--- src/hdl/vsc_pkg.sv ---
// ----------------------------------------------------------------------------
// Vigenere stream cipher package
// Shared types and constants for the front end, the queue and the back end.
// ----------------------------------------------------------------------------
package vsc_pkg;

	localparam int ALPHA_LEN = 26;
	localparam logic [7:0] UPPER_A = 8'h41;
	localparam logic [7:0] UPPER_Z = 8'h5A;
	localparam logic [7:0] LOWER_A = 8'h61;
	localparam logic [7:0] LOWER_Z = 8'h7A;
	localparam logic [63:0] KEY_RESET_WORD = 64'h4141_4141_4141_4141;

	localparam int KEY_WORDS = 4;
	localparam int KEY_BYTES = KEY_WORDS * 8;
	localparam int QUEUE_DEPTH = 2;

	// Configuration register indexes.
	localparam logic [2:0] REG_MODE = 3'd0;
	localparam logic [2:0] REG_KEY_LENGTH = 3'd1;
	localparam logic [2:0] REG_KEY_CHARS_0 = 3'd2;
	localparam logic [2:0] REG_KEY_CHARS_3 = 3'd5;

	// Cipher direction.
	localparam logic MODE_ENCRYPT = 1'b0;

	// One classified word as it travels from the front end to the back end.
	typedef struct packed {
		logic [7:0] data;
		logic       last;
		logic       letter;
		logic       lower;
		logic [4:0] offset;
		logic [4:0] amount;
	} vsc_item_t;

endpackage

--- src/hdl/vsc_front.sv ---
// ----------------------------------------------------------------------------
// Vigenere front end
// Holds the configuration and the key position, classifies each input word
// and looks up the shift that the back end must add.
// ----------------------------------------------------------------------------
module vsc_front import vsc_pkg::*; #(
	parameter int KEY_MAX = 32,
	parameter int POS_W = 5
) (
	input  logic             clk,
	input  logic             arst_n,
	input  logic             cfg_valid,
	input  logic [2:0]       cfg_index,
	input  logic [63:0]      cfg_data,
	input  logic             in_valid,
	input  logic [7:0]       in_byte,
	input  logic             message_end,
	input  logic             queue_full,
	output logic             push,
	output vsc_item_t        item
);

	logic                       mode_q;
	logic [5:0]                 key_length_q;
	logic [KEY_BYTES*8-1:0]     key_q;
	logic [POS_W-1:0]           key_position_q;

	logic [5:0]       len;
	logic [POS_W-1:0] pos_eff;
	logic [5:0]       pos_inc;
	logic [7:0]       bit_idx;
	logic [7:0]       kbyte;
	logic [4:0]       kshift;
	logic             c_upper;
	logic             c_lower;
	logic             c_letter;

	always_ff @(posedge clk or negedge arst_n) begin
		if (!arst_n) begin
			mode_q <= MODE_ENCRYPT;
			key_length_q <= 6'd1;
			key_q <= {KEY_WORDS{KEY_RESET_WORD}};
		end else if (cfg_valid) begin
			if (cfg_index == REG_MODE) begin
				mode_q <= cfg_data[0];
			end else if (cfg_index == REG_KEY_LENGTH) begin
				key_length_q <= cfg_data[5:0];
			end else if (cfg_index >= REG_KEY_CHARS_0 && cfg_index <= REG_KEY_CHARS_3) begin
				key_q[(32'(cfg_index - REG_KEY_CHARS_0))*64 +: 64] <= cfg_data;
			end
		end
	end

	always_comb begin
		if (key_length_q == 6'd0) begin
			len = 6'd1;
		end else if (key_length_q > 6'(KEY_MAX)) begin
			len = 6'(KEY_MAX);
		end else begin
			len = key_length_q;
		end
		// A position left beyond a shortened key starts over at letter 0.
		pos_eff = (6'(key_position_q) >= len) ? '0 : key_position_q;
		pos_inc = 6'(pos_eff) + 6'd1;
		bit_idx = {5'(pos_eff), 3'b000};
		kbyte = key_q[bit_idx +: 8];

		if (kbyte >= UPPER_A && kbyte <= UPPER_Z) begin
			kshift = 5'(kbyte - UPPER_A);
		end else if (kbyte >= LOWER_A && kbyte <= LOWER_Z) begin
			kshift = 5'(kbyte - LOWER_A);
		end else begin
			kshift = 5'd0;
		end

		c_upper = (in_byte >= UPPER_A) && (in_byte <= UPPER_Z);
		c_lower = (in_byte >= LOWER_A) && (in_byte <= LOWER_Z);
		c_letter = c_upper || c_lower;

		item.data = in_byte;
		item.last = message_end;
		item.letter = c_letter;
		item.lower = c_lower;
		item.offset = c_lower ? 5'(in_byte - LOWER_A) : 5'(in_byte - UPPER_A);
		if (mode_q == MODE_ENCRYPT || kshift == 5'd0) begin
			item.amount = kshift;
		end else begin
			item.amount = 5'(ALPHA_LEN) - kshift;
		end
	end

	assign push = in_valid && !queue_full;

	always_ff @(posedge clk or negedge arst_n) begin
		if (!arst_n) begin
			key_position_q <= '0;
		end else if (push) begin
			if (message_end) begin
				key_position_q <= '0;
			end else if (c_letter) begin
				key_position_q <= (pos_inc >= len) ? '0 : POS_W'(pos_inc);
			end else begin
				key_position_q <= pos_eff;
			end
		end
	end

endmodule

--- src/hdl/vsc_queue.sv ---
// ----------------------------------------------------------------------------
// Vigenere item queue
// Two-entry queue that decouples the front end from the back end.
// ----------------------------------------------------------------------------
module vsc_queue import vsc_pkg::*; (
	input  logic      clk,
	input  logic      arst_n,
	input  logic      push,
	input  vsc_item_t push_item,
	input  logic      pop,
	output logic      full,
	output logic      empty,
	output vsc_item_t head
);

	localparam int PTR_W = (QUEUE_DEPTH > 1) ? $clog2(QUEUE_DEPTH) : 1;
	localparam int CNT_W = $clog2(QUEUE_DEPTH + 1);

	vsc_item_t        mem_q [QUEUE_DEPTH];
	logic [PTR_W-1:0] wr_ptr_q;
	logic [PTR_W-1:0] rd_ptr_q;
	logic [CNT_W-1:0] count_q;

	assign full = (count_q == CNT_W'(QUEUE_DEPTH));
	assign empty = (count_q == '0);
	assign head = mem_q[rd_ptr_q];

	always_ff @(posedge clk) begin
		if (push) begin
			mem_q[wr_ptr_q] <= push_item;
		end
	end

	always_ff @(posedge clk or negedge arst_n) begin
		if (!arst_n) begin
			wr_ptr_q <= '0;
			rd_ptr_q <= '0;
			count_q <= '0;
		end else begin
			if (push) begin
				wr_ptr_q <= (wr_ptr_q == PTR_W'(QUEUE_DEPTH - 1)) ? '0 : wr_ptr_q + 1'b1;
			end
			if (pop) begin
				rd_ptr_q <= (rd_ptr_q == PTR_W'(QUEUE_DEPTH - 1)) ? '0 : rd_ptr_q + 1'b1;
			end
			if (push && !pop) begin
				count_q <= count_q + 1'b1;
			end else if (pop && !push) begin
				count_q <= count_q - 1'b1;
			end
		end
	end

endmodule

--- src/hdl/vsc_back.sv ---
// ----------------------------------------------------------------------------
// Vigenere back end
// Applies the shift modulo 26 to letters; the output register holds results.
// ----------------------------------------------------------------------------
module vsc_back import vsc_pkg::*; (
	input  logic      clk,
	input  logic      arst_n,
	input  logic      queue_empty,
	input  vsc_item_t head,
	output logic      pop,
	output logic      out_valid,
	input  logic      out_stall,
	output logic [7:0] out_byte,
	output logic      out_last
);

	logic       out_valid_q;
	logic [7:0] out_byte_q;
	logic       out_last_q;
	logic       load;
	logic [5:0] sum;
	logic [4:0] wrapped;
	logic [7:0] result;

	assign load = !out_valid_q || !out_stall;
	assign pop = load && !queue_empty;

	always_comb begin
		sum = 6'(head.offset) + 6'(head.amount);
		// Both operands are below 26, so one subtraction is enough.
		wrapped = (sum >= 6'(ALPHA_LEN)) ? 5'(sum - 6'(ALPHA_LEN)) : 5'(sum);
		if (head.letter) begin
			result = (head.lower ? LOWER_A : UPPER_A) + 8'(wrapped);
		end else begin
			result = head.data;
		end
	end

	always_ff @(posedge clk or negedge arst_n) begin
		if (!arst_n) begin
			out_valid_q <= 1'b0;
		end else if (load) begin
			out_valid_q <= !queue_empty;
		end
	end

	always_ff @(posedge clk) begin
		if (pop) begin
			out_byte_q <= result;
			out_last_q <= head.last;
		end
	end

	assign out_valid = out_valid_q;
	assign out_byte = out_byte_q;
	assign out_last = out_last_q;

endmodule

--- src/hdl/vigenere_stream_cipher.sv ---
// ----------------------------------------------------------------------------
// Vigenere stream cipher
// Shifts ASCII letters by a repeating key, one byte per clock unless stalled.
// ----------------------------------------------------------------------------
//  channel  handshake              payload
//  cfg      cfg_valid / cfg_ready  cfg_index[2:0], cfg_data[63:0]
//  in       in_valid / in_stall    in_byte[7:0], message_end
//  out      out_valid / out_stall  out_byte[7:0], out_last
//
// One byte is accepted per clock while in_stall is low; it enters the queue
// when accepted and moves to the output register when the back end pops it.
// The front end updates the key position when a byte is accepted: it steps
// on after a letter, holds after other bytes and returns to 0 at message_end.
// in_stall rises only when the two-entry queue is full, a state that
// can only be reached while out_stall holds the output register.
// Reset restores mode 0, key length 1, an all-'A' key and key position 0.
// cfg_ready is always high; writes take effect at once.
module vigenere_stream_cipher import vsc_pkg::*; #(
	parameter int KEY_MAX = 32
) (
	input  logic        clk,
	input  logic        arst_n,
	input  logic        cfg_valid,
	output logic        cfg_ready,
	input  logic [2:0]  cfg_index,
	input  logic [63:0] cfg_data,
	input  logic        in_valid,
	output logic        in_stall,
	input  logic [7:0]  in_byte,
	input  logic        message_end,
	output logic        out_valid,
	input  logic        out_stall,
	output logic [7:0]  out_byte,
	output logic        out_last
);

	localparam int POS_W = (KEY_MAX > 1) ? $clog2(KEY_MAX) : 1;

	vsc_item_t push_item;
	vsc_item_t head;
	logic      push;
	logic      pop;
	logic      full;
	logic      empty;

	assign cfg_ready = 1'b1;
	assign in_stall = full;

	vsc_front #(
		.KEY_MAX(KEY_MAX),
		.POS_W(POS_W)
	) u_front (
		.clk(clk),
		.arst_n(arst_n),
		.cfg_valid(cfg_valid && cfg_ready),
		.cfg_index(cfg_index),
		.cfg_data(cfg_data),
		.in_valid(in_valid),
		.in_byte(in_byte),
		.message_end(message_end),
		.queue_full(full),
		.push(push),
		.item(push_item)
	);

	vsc_queue u_queue (
		.clk(clk),
		.arst_n(arst_n),
		.push(push),
		.push_item(push_item),
		.pop(pop),
		.full(full),
		.empty(empty),
		.head(head)
	);

	vsc_back u_back (
		.clk(clk),
		.arst_n(arst_n),
		.queue_empty(empty),
		.head(head),
		.pop(pop),
		.out_valid(out_valid),
		.out_stall(out_stall),
		.out_byte(out_byte),
		.out_last(out_last)
	);

endmodule

--- config.mk ---
export PLATFORM = sky130hd
export DESIGN_NAME = vigenere_stream_cipher
export DESIGN_NICKNAME = d
export VERILOG_FILES = /design/src/hdl/vsc_pkg.sv /design/src/hdl/vsc_front.sv /design/src/hdl/vsc_queue.sv /design/src/hdl/vsc_back.sv /design/src/hdl/vigenere_stream_cipher.sv
export SDC_FILE = /design/constraint.sdc
export NUM_CORES = 1
export LEC_CHECK = 0
export ABC_AREA = 1
export BUFFER_PORTS_ARGS = -buffer_cell sky130_fd_sc_hd__buf_2
export CAP_MARGIN = 20
export CORE_AREA = 2 2 139 209
export DETAILED_ROUTE_END_ITERATION = 7
export DIE_AREA = 0 0 141 211
export PLACE_DENSITY_LB_ADDON = 0.2
export SKIP_CTS_REPAIR_TIMING = 1
export SLEW_MARGIN = 0
export SYNTH_ARGS = -nofsm -noshare
export SYNTH_HDL_FRONTEND = slang
export SYNTH_SLANG_ARGS = --single-unit
--- constraint.sdc ---
create_clock -name clk -period 4.2 [get_ports clk]
set_input_delay 0.21 -clock clk [delete_from_list [all_inputs] [get_ports clk]]
set_output_delay 0.21 -clock clk [all_outputs]
set_load 0.02 [all_outputs]
; Word-level counts from Yosys, hierarchy flattened
; Memories as Yosys holds them, arrays and structs flattened.
; Cells that the tools add are included.
[word_totals]
inputBits = 81
ff_bits = 282
wordCells = 94
mem_count = 1
ramBits = 42
[mem_list]
columns = name, depth, word_bits, rd, rd_ports_with_merged_regs, wr, line_no
row1 = u_queue.mem_q, 2, 21, 1, 0, 1, vsc_queue.sv:19  ; vsc_item_t mem_q [QUEUE_DEPTH];
[classes]
add_sub_neg = 15
bitwise = 3
shifts = 3
mux = 20
n_reduce_logical = 26
order_cmp = 14
eq_ne = 2
[ops]
columns = cell, count
row1 = 256-bit bitwise mux, 1
row2 = "64-bit by 34-bit variable shift with 256-bit output, first input constant", 1
row3 = 256-bit by 9-bit indexed part select with 8-bit output, 1
row4 = 64-bit by 34-bit indexed part select with 256-bit output, 1
row5 = 5-bit two-way mux, 9
row6 = 32-bit negator with 34-bit output, 1
row7 = "8-bit by 7-bit greater-or-equal comparator with 1-bit output, second input constant", 4
row8 = "8-bit by 7-bit less-or-equal comparator with 1-bit output, second input constant", 4
row9 = "5-bit by 1-bit subtractor with 5-bit output, second input constant", 4
row10 = 6-bit two-way mux, 3
row11 = 1-bit logical AND, 9
row12 = 8-bit by 5-bit adder with 8-bit output, 1
row13 = 8-bit two-way mux, 1
row14 = "5-bit by 1-bit adder with 6-bit output, second input constant", 1
row15 = 5-bit by 5-bit adder with 6-bit output, 1
row16 = 5-bit by 6-bit greater-or-equal comparator with 1-bit output, 1
row17 = "6-bit by 5-bit greater-or-equal comparator with 1-bit output, second input constant", 1
row18 = 6-bit greater-or-equal comparator, 1
row19 = "6-bit greater-than comparator, second input constant", 1
row20 = 1-bit logical NOT, 6
row21 = 6-bit logical NOT, 1
row22 = 5-bit logical NOT, 1
row23 = "5-bit subtractor, first input constant", 1
row24 = "5-bit subtractor, second input constant", 1
row25 = 18 further kinds, 27

; Depth between registers and ports, before layout
; Gate-level depths: netlist of the first run.
[logic_depth]
word_depth = 13
depth_mapped = 35
mapped_depth_nobuf = 34

; Cells and area by module
; A second synthesis of the first run with hierarchy kept.
[unflattened]
hier_cells = 2094
hier_area_um2 = 17132.7
[modules_own_cells]
columns = module, seq_area_each_um2, area_per_inst_um2, cells_per_inst, n_inst
row1 = vsc_front, 6787.8, 14482.6, 1892, 1
row2 = vsc_queue, 1361.3, 1726.7, 90, 1
row3 = vsc_back, 295.3, 912.1, 110, 1
row4 = vigenere_stream_cipher, 0.0, 11.3, 2, 1

; Worst setup path before layout of the first run
; Ideal clock, no wire load.
[synth_path]
path_kind = flip-flop to flip-flop
startpoint = register u_front.key_length_q[3]
endpoint = memory u_queue.mem_q[0][1] in the netlist's numbering, data pin
arrival_time_ns = 3.591
t_required_ns = 3.943
setup_time_ns = 0.257
setup_slack_ns = 0.352
stages_incl_launch_ff = 35
period_less_slack_ns = 3.848
cell_sequence = dfrtp_1 > nor3_1 > nand2_1 > o21ai_0 > ha_1 > inv_1 > nand2_1 > nand2_1 > nand2_1 > nand2_1 > buf_4 > nand3_4 > inv_2 > buf_4 > nand3_1 > nand3_1 > nand3_1 > nand2_1 > nand2_1 > nand2_2 > inv_1 > ha_1 > inv_1 > nand2_1 > nor2_2 > nor2_4 > nand2_2 > nor2_1 > inv_1 > ha_1 > nand2_1 > nor2_1 > nand2_2 > nand3b_1 > nand2_1
[synth_rtl]
columns = element, line_no
row1 = start: declaration, vsc_front.sv:24  ; logic [5:0] key_length_q;
row2 = start signal: assignment, vsc_front.sv:47  ; key_length_q <= cfg_data[5:0];
row3 = end: declaration, vsc_queue.sv:19

==> reports/results.ini, run 1 <==
[worst_setup_path]
slowest_stage=dfrtp_1
timing.reg2reg.setup_slack_ns=-0.04
r2r_start=u_front.key_length_q[3]
crit_required_ns=4.52
critPathLaunchType=flop
path_common_cell=nand2_2
critPathLaunch=u_front.key_length_q[3]
critPathBufInv=6
crit_arrival_ns=4.56
path_delay_family=simple AND/OR/NAND/NOR gates
crit_type=flop to flop
max_stage_delay_ns=0.39
endpoint_kind=flop
crit_fanout=8

[sta]
worst_slew_pin_slew_ns=0.985
fmax_ghz=0.236
max-slew-margin-rel_pct=34.1
setup_viol=6
holdWs_ns=-0.0440
setup_ws_ns=-0.0413
finalHoldViolations=2
drv_slew=0
period_share_pct=101
finClkSkew_ns=0.00993
fin_crit_ns=4.24
tns_ns=-0.0975
grt_setup_unrepaired=true

[finish]
post-route-util_pct=74.3
drive_gt1_share_pct=18.7
seqCellArea_sq_um=8440
fillCellCount=2019
multi_input_area_sq_um=7540
syn_to_final_growth_pct=21.4
fin_nets=2398

[power]
ir_worst_vdd_v=0.000434
leakagePower_nw=9.46
power.density_nw_per_um2=646

[worst_hold_path]
hold_path.class=primary input to flop
hold_start=cfg_data[41]

[floorplanning]
dieWidth_microns=141
core_area_sq_um=27900
die_area_sq_um=29800
ios=93
start_util_pct=61.2
die_y_microns=211
rows=75

[outcome]
status=finished, violations left
violations=negative hold slack, negative setup slack

[drt]
num_vias=16308
wl_microns=55000
drc=0
ant_nets=0
dr.pass1.iters=8
drtIter0Drc=1661
drt-vias-per-instance=6.16
wl_per_cell_microns=20.8

[global_routing]
grt_usage_pct=34.4
grt_max_degree=87
antenna_found_initial=0
grt-ovfl-total=0
grt_pass1_vias=15234
grt_pass1_wl_microns=80500

[synth]
async_reset_ff_share_pct=84.3
syn_area_per_cell_sq_um=8.11
ys_seq_area_share_pct=49.5
yosysWarnings=0
ys_ff_latch=324
synth_edf_count=51
netlist_area_sq_um=17100
synth_area_leaders=dfrtp_1, nand2_1, dfstp_2, edfxtp_1, nand3_1
syn_inst=2105
ys.flop_type=dfrtp_1
yosysTopAreaCellShare_pct=30.5
syn_nets=2227
synth_top_area_cell=dfrtp_1
synth.distinct_cells=43

[placement]
io_buffers=91
gp_congestion=0.936
hpwl_microns=33800

[clock_tree]
cts_tree=built
cts-root-buf=clkbuf_16
path_clk_slew_ns=0.07
cts_num_sinks=324
clkLatencyLatePin_ns=0.57
h-tree-depth=1
max-clock-path-buffers=3
numCtsBuffers=29

[job]
cap_violations=0

-- flip-flops by register name, summed over array words and instances, names as in the netlist, 2 cells and up --
name / count
u_front.key_q: 256
u_queue.mem_q: 42
u_back.out_byte: 8
u_front.key_length_q: 6
u_front.key_position_q: 5
u_queue.count_q: 2
-- final timing paths --
kind / to / cells after the start
worst max-delay path: u_queue.mem_q[1][1] / 32
worst min-delay path: u_front.key_q[41] / 3
worst max register to register: u_queue.mem_q[1][1] / 32
worst min register to register: u_front.key_q[29] / 2
max in group asynchronous: u_front.key_q[114] / 3
min in group asynchronous: u_front.key_q[31] / 2
-- where the power goes --
| group | leakage, nW | switching (mW) | internal, mW |
|---|---|---|---|
| clock | 0.444 | 1.24 | 1.43 |
| sequential | 3.86 | 0.346 | 4.07 |
| combinational | 5.16 | 3.83 | 2.46 |
-- metal layers --
metal | vias up | global-route usage, % | share of wire [%]
met5 | - | 0 | 0
met1 | 7785 | 42.5 | 36
met3 | 242 | 4.99 | 8.3
met2 | 899 | 57.9 | 49
li1 | 7382 | - | -
met4 | 0 | 19.5 | 6.7
-- placed cells by master, fill, tap and decap left out, types with 6 or more instances in the layout --
cell type,n
nand2_1,564
dfrtp_1,208
o21ai_0,193
nand3_1,190
inv_1,169
buf_2,90
nor2_1,89
a21oi_1,87
buf_4,77
dlygate4sd3_1,69
dfstp_2,65
edfxtp_1,51
nand4_1,46
a31oi_1,45
clkbuf_16,40
ha_1,34
o211ai_1,28
o41ai_1,28
nand2_2,24
nand3_2,21
buf_6,20
buf_12,16
o21ai_1,13
o31ai_1,12
inv_2,11
xor2_1,11
nor2_4,7
clkinv_1,6
or2_2,6
-- kinds of logic (layout without fill, tap and decap cells) --
family,Yosys count,in the layout,share of synthesized area (%)
other cells,1,2,0.0220
fa+ha+maj,41,41,3.09
flops,324,324,49.5
compound gates,417,417,13.9
mux,5,5,0.308
buf+inv,333,527,8.06
simple gates,968,968,24.3
xor+xnor,16,16,0.821
-- cell usage after synthesis, types with 7 or more instances --
cell        n
o21ai_0   201
inv_2       7
o31ai_1    12
buf_2      28
inv_1     175
clkbuf_1   99
buf_6       7
dfstp_2    65
edfxtp_1   51
nand4_1    46
xor2_1     11
nor2_1     94
o21ai_1     9
a31oi_1    45
buf_4      10
o41ai_1    28
nand3_1   209
nand2_2     7
a21oi_1    88
dfrtp_1   208
nand2_1   585
ha_1       39
o211ai_1   28
-- final cells by class --
| type | instances | share of cell area (%) |
|---|---|---|
| Sequential cell | 324 | 40.8 |
| Multi-Input combinational cell | 1448 | 36.4 |
| Timing Repair Buffer | 290 | 12.9 |
| Clock buffer | 34 | 3.70 |
| Inverter | 183 | 3.34 |
| Tap cell | 346 | 2.09 |
| Clock inverter | 20 | 0.809 |
| Antenna cell | 1 | 0.0121 |
-- metrics by stage --
step                worst slack [ns]  hold WS, ns  total power [mW]  cell area (sq um)  cells
floorplan                      0.352      -0.0856              8.01              17100   2105
global placement              0.0857        0.243              9.49              18100   2471
detailed placement            -0.102        0.250              9.65              18100   2471
CTS                           -0.136       -0.352              12.3              19000   2525
global route                  -0.272       0.0165              14.1              20700   2645
finish                       -0.0413      -0.0440              13.4              20700   2646
-- worst reg2reg max path: cells and delay by family (launching register included) --
kind / cells / cell delay [ns]
buffers and inverters: 6 / 0.79
DFF: 1 / 0.39
AOI/OAI and AO/OA: 1 / 0.07
and+or+nand+nor: 23 / 2.32
adders and majority gates: 2 / 0.43
No activity file was read; power rests on OpenSTA's default activity.
==> run 2: changes to the inputs <==
Clock period 4.2 ns to 4.85 ns, I/O delays scaled along.
==> run 2 against run 1 <==
Against the previous run:
- the flow finishes with violations (negative hold slack)
- final cell count fell by 3.5%
- die area stayed put
- global-route usage down 0.99 points
- critical path depth unchanged
- first-iteration DRC count decreased by 15%
- sequential power decreased by 14%
- via count shrank 5.8%
- critical path type unchanged
- highest routed layer unchanged
==> reports/results.ini, run 2 (synthesis results as in run 1) <==
[sta]
tns_ns=0
finalHoldViolations=11
drv_slew=0
max-slew-margin-rel_pct=31.8
fmax_ghz=0.225
holdWs_ns=-0.0214
period_share_pct=91.7
worst_slew_pin_slew_ns=1.02
finClkSkew_ns=0.0190
grt_setup_unrepaired=false
fin_crit_ns=4.45
setup_viol=0

[worst_setup_path]
crit_required_ns=5.18
crit_fanout=24
crit_arrival_ns=4.78
path_common_cell=nand2_1
endpoint_kind=flop
crit_type=flop to flop
critPathBufInv=5
slowest_stage=dfrtp_1
critPathLaunchType=flop
max_stage_delay_ns=0.40
path_delay_family=simple AND/OR/NAND/NOR gates

[power]
p_int_mw=6.37
leakagePower_nw=8.82
p_switching_mw=4.25
power.density_nw_per_um2=550
ir_worst_vdd_v=0.000404
clkPwrFrac_pct=22.4
sw_frac_of_total_pct=40.0
seqPwrFrac_pct=35.7
combPwrFrac_pct=41.9

[drt]
ant_nets=0
drtIter0Drc=1411
drt-vias-per-instance=6.02
num_vias=15362
wl_microns=49400
wl_per_cell_microns=19.3
dr.pass1.iters=6
drc=0

[finish]
mostFrequentLayoutCells=nand2_1, nand3_1, dfrtp_1
layoutNonFillerInstCount=2553
final_common_cell=nand2_1
largest_reg_flops=256
design_area_sq_um=19300
antenna_cells=0
syn_to_final_growth_pct=13.1
largest_register=u_front.key_q
fillCellCount=2220
post-route-util_pct=69.2
drive_gt1_share_pct=13.4
fin_nets=2305

[placement]
gp_congestion=0.889
hpwl_microns=31800
dpl.cell_count=2437
place_area_sq_um=17700
io_buffers=91

[clock_tree]
cts_tree=built
cts_num_sinks=324
h-tree-depth=1
numCtsBuffers=31
cts-root-buf=clkbuf_16
path_clk_slew_ns=0.07
clkLatencyLatePin_ns=0.57
max-clock-path-buffers=3

[floorplanning]
ios=93
die_y_microns=211
die_area_sq_um=29800
dieWidth_microns=141
core_area_sq_um=27900
start_util_pct=61.2
rows=75

[global_routing]
grt_usage_pct=33.4
antenna_found_initial=0
grt_max_degree=130
grt-ovfl-total=0
grt_pass1_wl_microns=78400
grt_pass1_vias=14861

[outcome]
violations=negative hold slack
status=finished, violations left

[worst_hold_path]
hold_path.class=primary input to flop

[job]
cap_violations=0

run 2: cell types whose count changed in the layout (fill, tap and decap cells not counted), sizes merged:
| cell | before | now |
|---|---|---|
| buf | 211 | 141 |
| clkbuf | 44 | 42 |
| clkinvlp | 5 | 0 |
| diode | 1 | 0 |
| dlygate4sd3 | 69 | 54 |
run 2: area by class of cell:
type / instances / area, sq um / area share (%)
clock inverter: 15 / 135 / 0.700
inverter: 183 / 689 / 3.57
multi-input combinational: 1448 / 7280 / 37.7
sequential: 324 / 8440 / 43.8
clock buffer: 42 / 837 / 4.34
tap: 346 / 433 / 2.24
timing repair buffer: 195 / 1480 / 7.65
run 2: power groups by stage:
stage | Sequential, mW | Clock [mW] | Combinational [mW]
after detailed placement | 3.82 | 0 | 4.31
after global placement | 3.80 | 0 | 4.19
after floorplan | 3.81 | 0 | 3.13
after CTS | 3.78 | 2.40 | 4.33
after global routing | 3.84 | 2.50 | 4.96
final | 3.79 | 2.38 | 4.45
run 2: worst paths after layout:
path / startpoint / cells past startpoint / slack [ns] / to
max: u_front.key_length_q[3] / 32 / 0.40 / u_queue.mem_q[0][3]
min: cfg_data[36] / 3 / -0.02 / u_front.key_q[100]
max reg2reg: u_front.key_length_q[3] / 32 / 0.40 / u_queue.mem_q[0][3]
min reg2reg: u_front.key_q[125] / 2 / 0.48 / u_front.key_q[125]
max in group asynchronous: arst_n / 3 / 3.37 / u_front.key_q[199]
min in group asynchronous: arst_n / 2 / 0.30 / u_front.key_q[55]
run 2: through the flow:
stage	power [mW]	setup slack, ns
after global placement	8.00	0.283
after floorplan	6.94	1.00
after detailed placement	8.13	0.146
after CTS	10.5	0.155
after global routing	11.3	0.0304
final	10.6	0.400
run 2: worst min-delay path, stage by stage:
cell	delay, ns
buf_2	0.11
nand4_1	0.09
o21ai_0	0.07
run 2: per-layer routing:
layer | GRT usage, % | part of all wire (%) | vias up
met5 | 0 | 0 | -
met4 | 17.0 | 5.4 | 0
met3 | 3.99 | 6.9 | 160
met2 | 56.8 | 49 | 707
met1 | 42.1 | 39 | 7304
li1 | - | - | 7191
==> run 3: changes to the inputs <==
Settings changed: BUFFER_PORTS_ARGS -buffer_cell sky130_fd_sc_hd__buf_2 to -buffer_cell sky130_fd_sc_hd__clkbuf_2, CORE_AREA 2 2 139 209 to 2 2 138 207, DIE_AREA 0 0 141 211 to 0 0 140 209.
Clock period 4.85 ns to 5.8 ns, I/O delays scaled along.
==> run 3 against run 2 <==
Against the previous run:
- the flow finishes with violations (design-rule violations, negative hold slack)
- die area is 1.7% lower
- critical path depth is 2 lower
- register-to-register slack better by 0.20 ns
- largest cell class unchanged
==> reports/results.ini, run 3 (synthesis results as in run 1) <==
[placement]
hpwl_microns=31400
io_buffers=91
gp_congestion=0.872
dpl.cell_count=2425

[drt]
drtIter0Drc=1481
dr.pass1.iters=8
ant_nets=0
wl_per_cell_microns=19.2
wl_microns=48200
drc=5
num_vias=15071
drt-vias-per-instance=6.01

[clock_tree]
max-clock-path-buffers=3
cts_tree=built
clkLatencyLatePin_ns=0.56
h-tree-depth=1
cts_num_sinks=324
numCtsBuffers=31
cts-root-buf=clkbuf_16
path_clk_slew_ns=0.07

[finish]
largest_reg_flops=256
drive_gt1_share_pct=13.2
antenna_cells=0
layoutNonFillerInstCount=2506
mostFrequentLayoutCells=nand2_1, nand3_1, dfrtp_1
largest_register=u_front.key_q
fin_nets=2258
syn_to_final_growth_pct=10.1
fillCellCount=2263
final_common_cell=nand2_1

[sta]
grt_setup_unrepaired=false
tns_ns=0
holdWs_ns=-0.0170
worst_slew_pin_slew_ns=0.980
setup_viol=0
fmax_ghz=0.192
fin_crit_ns=5.20
period_share_pct=89.7
finClkSkew_ns=0.0102
max-slew-margin-rel_pct=34.7
drv_slew=0
finalHoldViolations=13

[worst_setup_path]
critPathLaunchType=flop
crit_required_ns=6.12
timing.reg2reg.setup_slack_ns=0.60
critPathLaunch=u_front.key_length_q[3]
crit_arrival_ns=5.52
crit_fanout=57
slowest_stage=a21boi_4
endpoint_kind=flop
r2r_start=u_front.key_length_q[3]
ff2ff_path_depth=30
max_stage_delay_ns=0.49
path_common_cell=nand2_1
timing.rr.end=u_queue.mem_q[0][3]
crit_type=flop to flop

[floorplanning]
die_area_sq_um=29300
die_y_microns=209
rows=75
dieWidth_microns=140
start_util_pct=61.6
core_area_sq_um=27700
ios=93

[power]
p_int_mw=5.17
p_switching_mw=3.48
seqPwrFrac_pct=36.7
leakagePower_nw=8.59
combPwrFrac_pct=41.3
ir_worst_vdd_v=0.000261
sw_frac_of_total_pct=40.3
power.density_nw_per_um2=460
clkPwrFrac_pct=22.0

[global_routing]
grt_usage_pct=33.4
antenna_found_initial=0
grt-ovfl-total=0
grt_pass1_vias=14688
grt_pass1_wl_microns=77600
grt_max_degree=133

[worst_hold_path]
hold_start=cfg_data[42]
hold_path.class=primary input to flop
hold_depth=3
min_to=u_front.key_q[42]

[outcome]
status=finished, violations left
violations=design-rule violations, negative hold slack

[job]
cap_violations=0

==> run 3: changes by cell type in the layout (fill, tap and decap cells not counted), moves of 4 or more <==
cell / change
dlygate4sd3_1: -33
buf_2: -90
buf_4: -10
clkbuf_2: +90
clkinvlp_4: +4
buf_12: -4
==> run 3: power groups by stage <==
stage | combinational (mW) | sequential, mW | clock (mW)
final | 3.57 | 3.18 | 1.90
after global routing | 4.02 | 3.22 | 2.01
after CTS | 3.55 | 3.17 | 1.93
after detailed placement | 3.53 | 3.20 | 0
after global placement | 3.43 | 3.19 | 0
after floorplan | 2.61 | 3.19 | 0
==> run 3: layout make-up <==
type                            instances  area [sq um]  area share, %
Inverter                              183           687           3.66
Timing Repair Buffer                  148          1010           5.38
Tap cell                              346           433           2.30
Sequential cell                       324          8440           44.9
Clock inverter                         15          92.6          0.493
Multi-Input combinational cell       1448          7280           38.7
Clock buffer                           42           847           4.51
==> run 3: worst max path at each step <==
stage / end / slack [ns] / cells past startpoint
after global routing: u_queue.mem_q[1][3] / 0.17 / 30
final: u_queue.mem_q[0][3] / 0.60 / 30
after floorplan: u_queue.mem_q[0][1] / 1.95 / 34
after detailed placement: u_queue.mem_q[0][3] / 0.51 / 31
after CTS: u_queue.mem_q[0][3] / 0.47 / 31
after global placement: u_queue.mem_q[0][2] / 0.73 / 33
==> run 3: critical path: cells and delay by family (launching register included) <==
| family | cells | cell delay (ns) |
|---|---|---|
| adders and majority gates | 3 | 0.76 |
| AOI/OAI and AO/OA | 2 | 0.71 |
| buffers and inverters | 2 | 0.51 |
| and+or+nand+nor | 23 | 2.56 |
| DFF | 1 | 0.40 |
==> run 3: routing by layer <==
metal  vias up  global-route usage [%]  wire length [microns]  part of all wire (%)
met5         -                       0                      0                     0
met4         0                    16.4                   2240                   4.6
met3       129                    3.39                   3150                   6.5
met2       655                    56.7                  24000                    50
met1      7202                    43.0                  18900                    39
li1       7085                       -                      -                     -
==> run 3: stage by stage <==
step	setup slack (ns)	power (mW)	util, %	cell area (sq um)
after floorplan	1.95	5.80	-	17100
after global placement	0.731	6.62	63.5	17600
after detailed placement	0.505	6.73	63.5	17600
after CTS	0.474	8.64	66.9	18500
after global routing	0.169	9.25	67.9	18800
final	0.596	8.65	67.9	18800
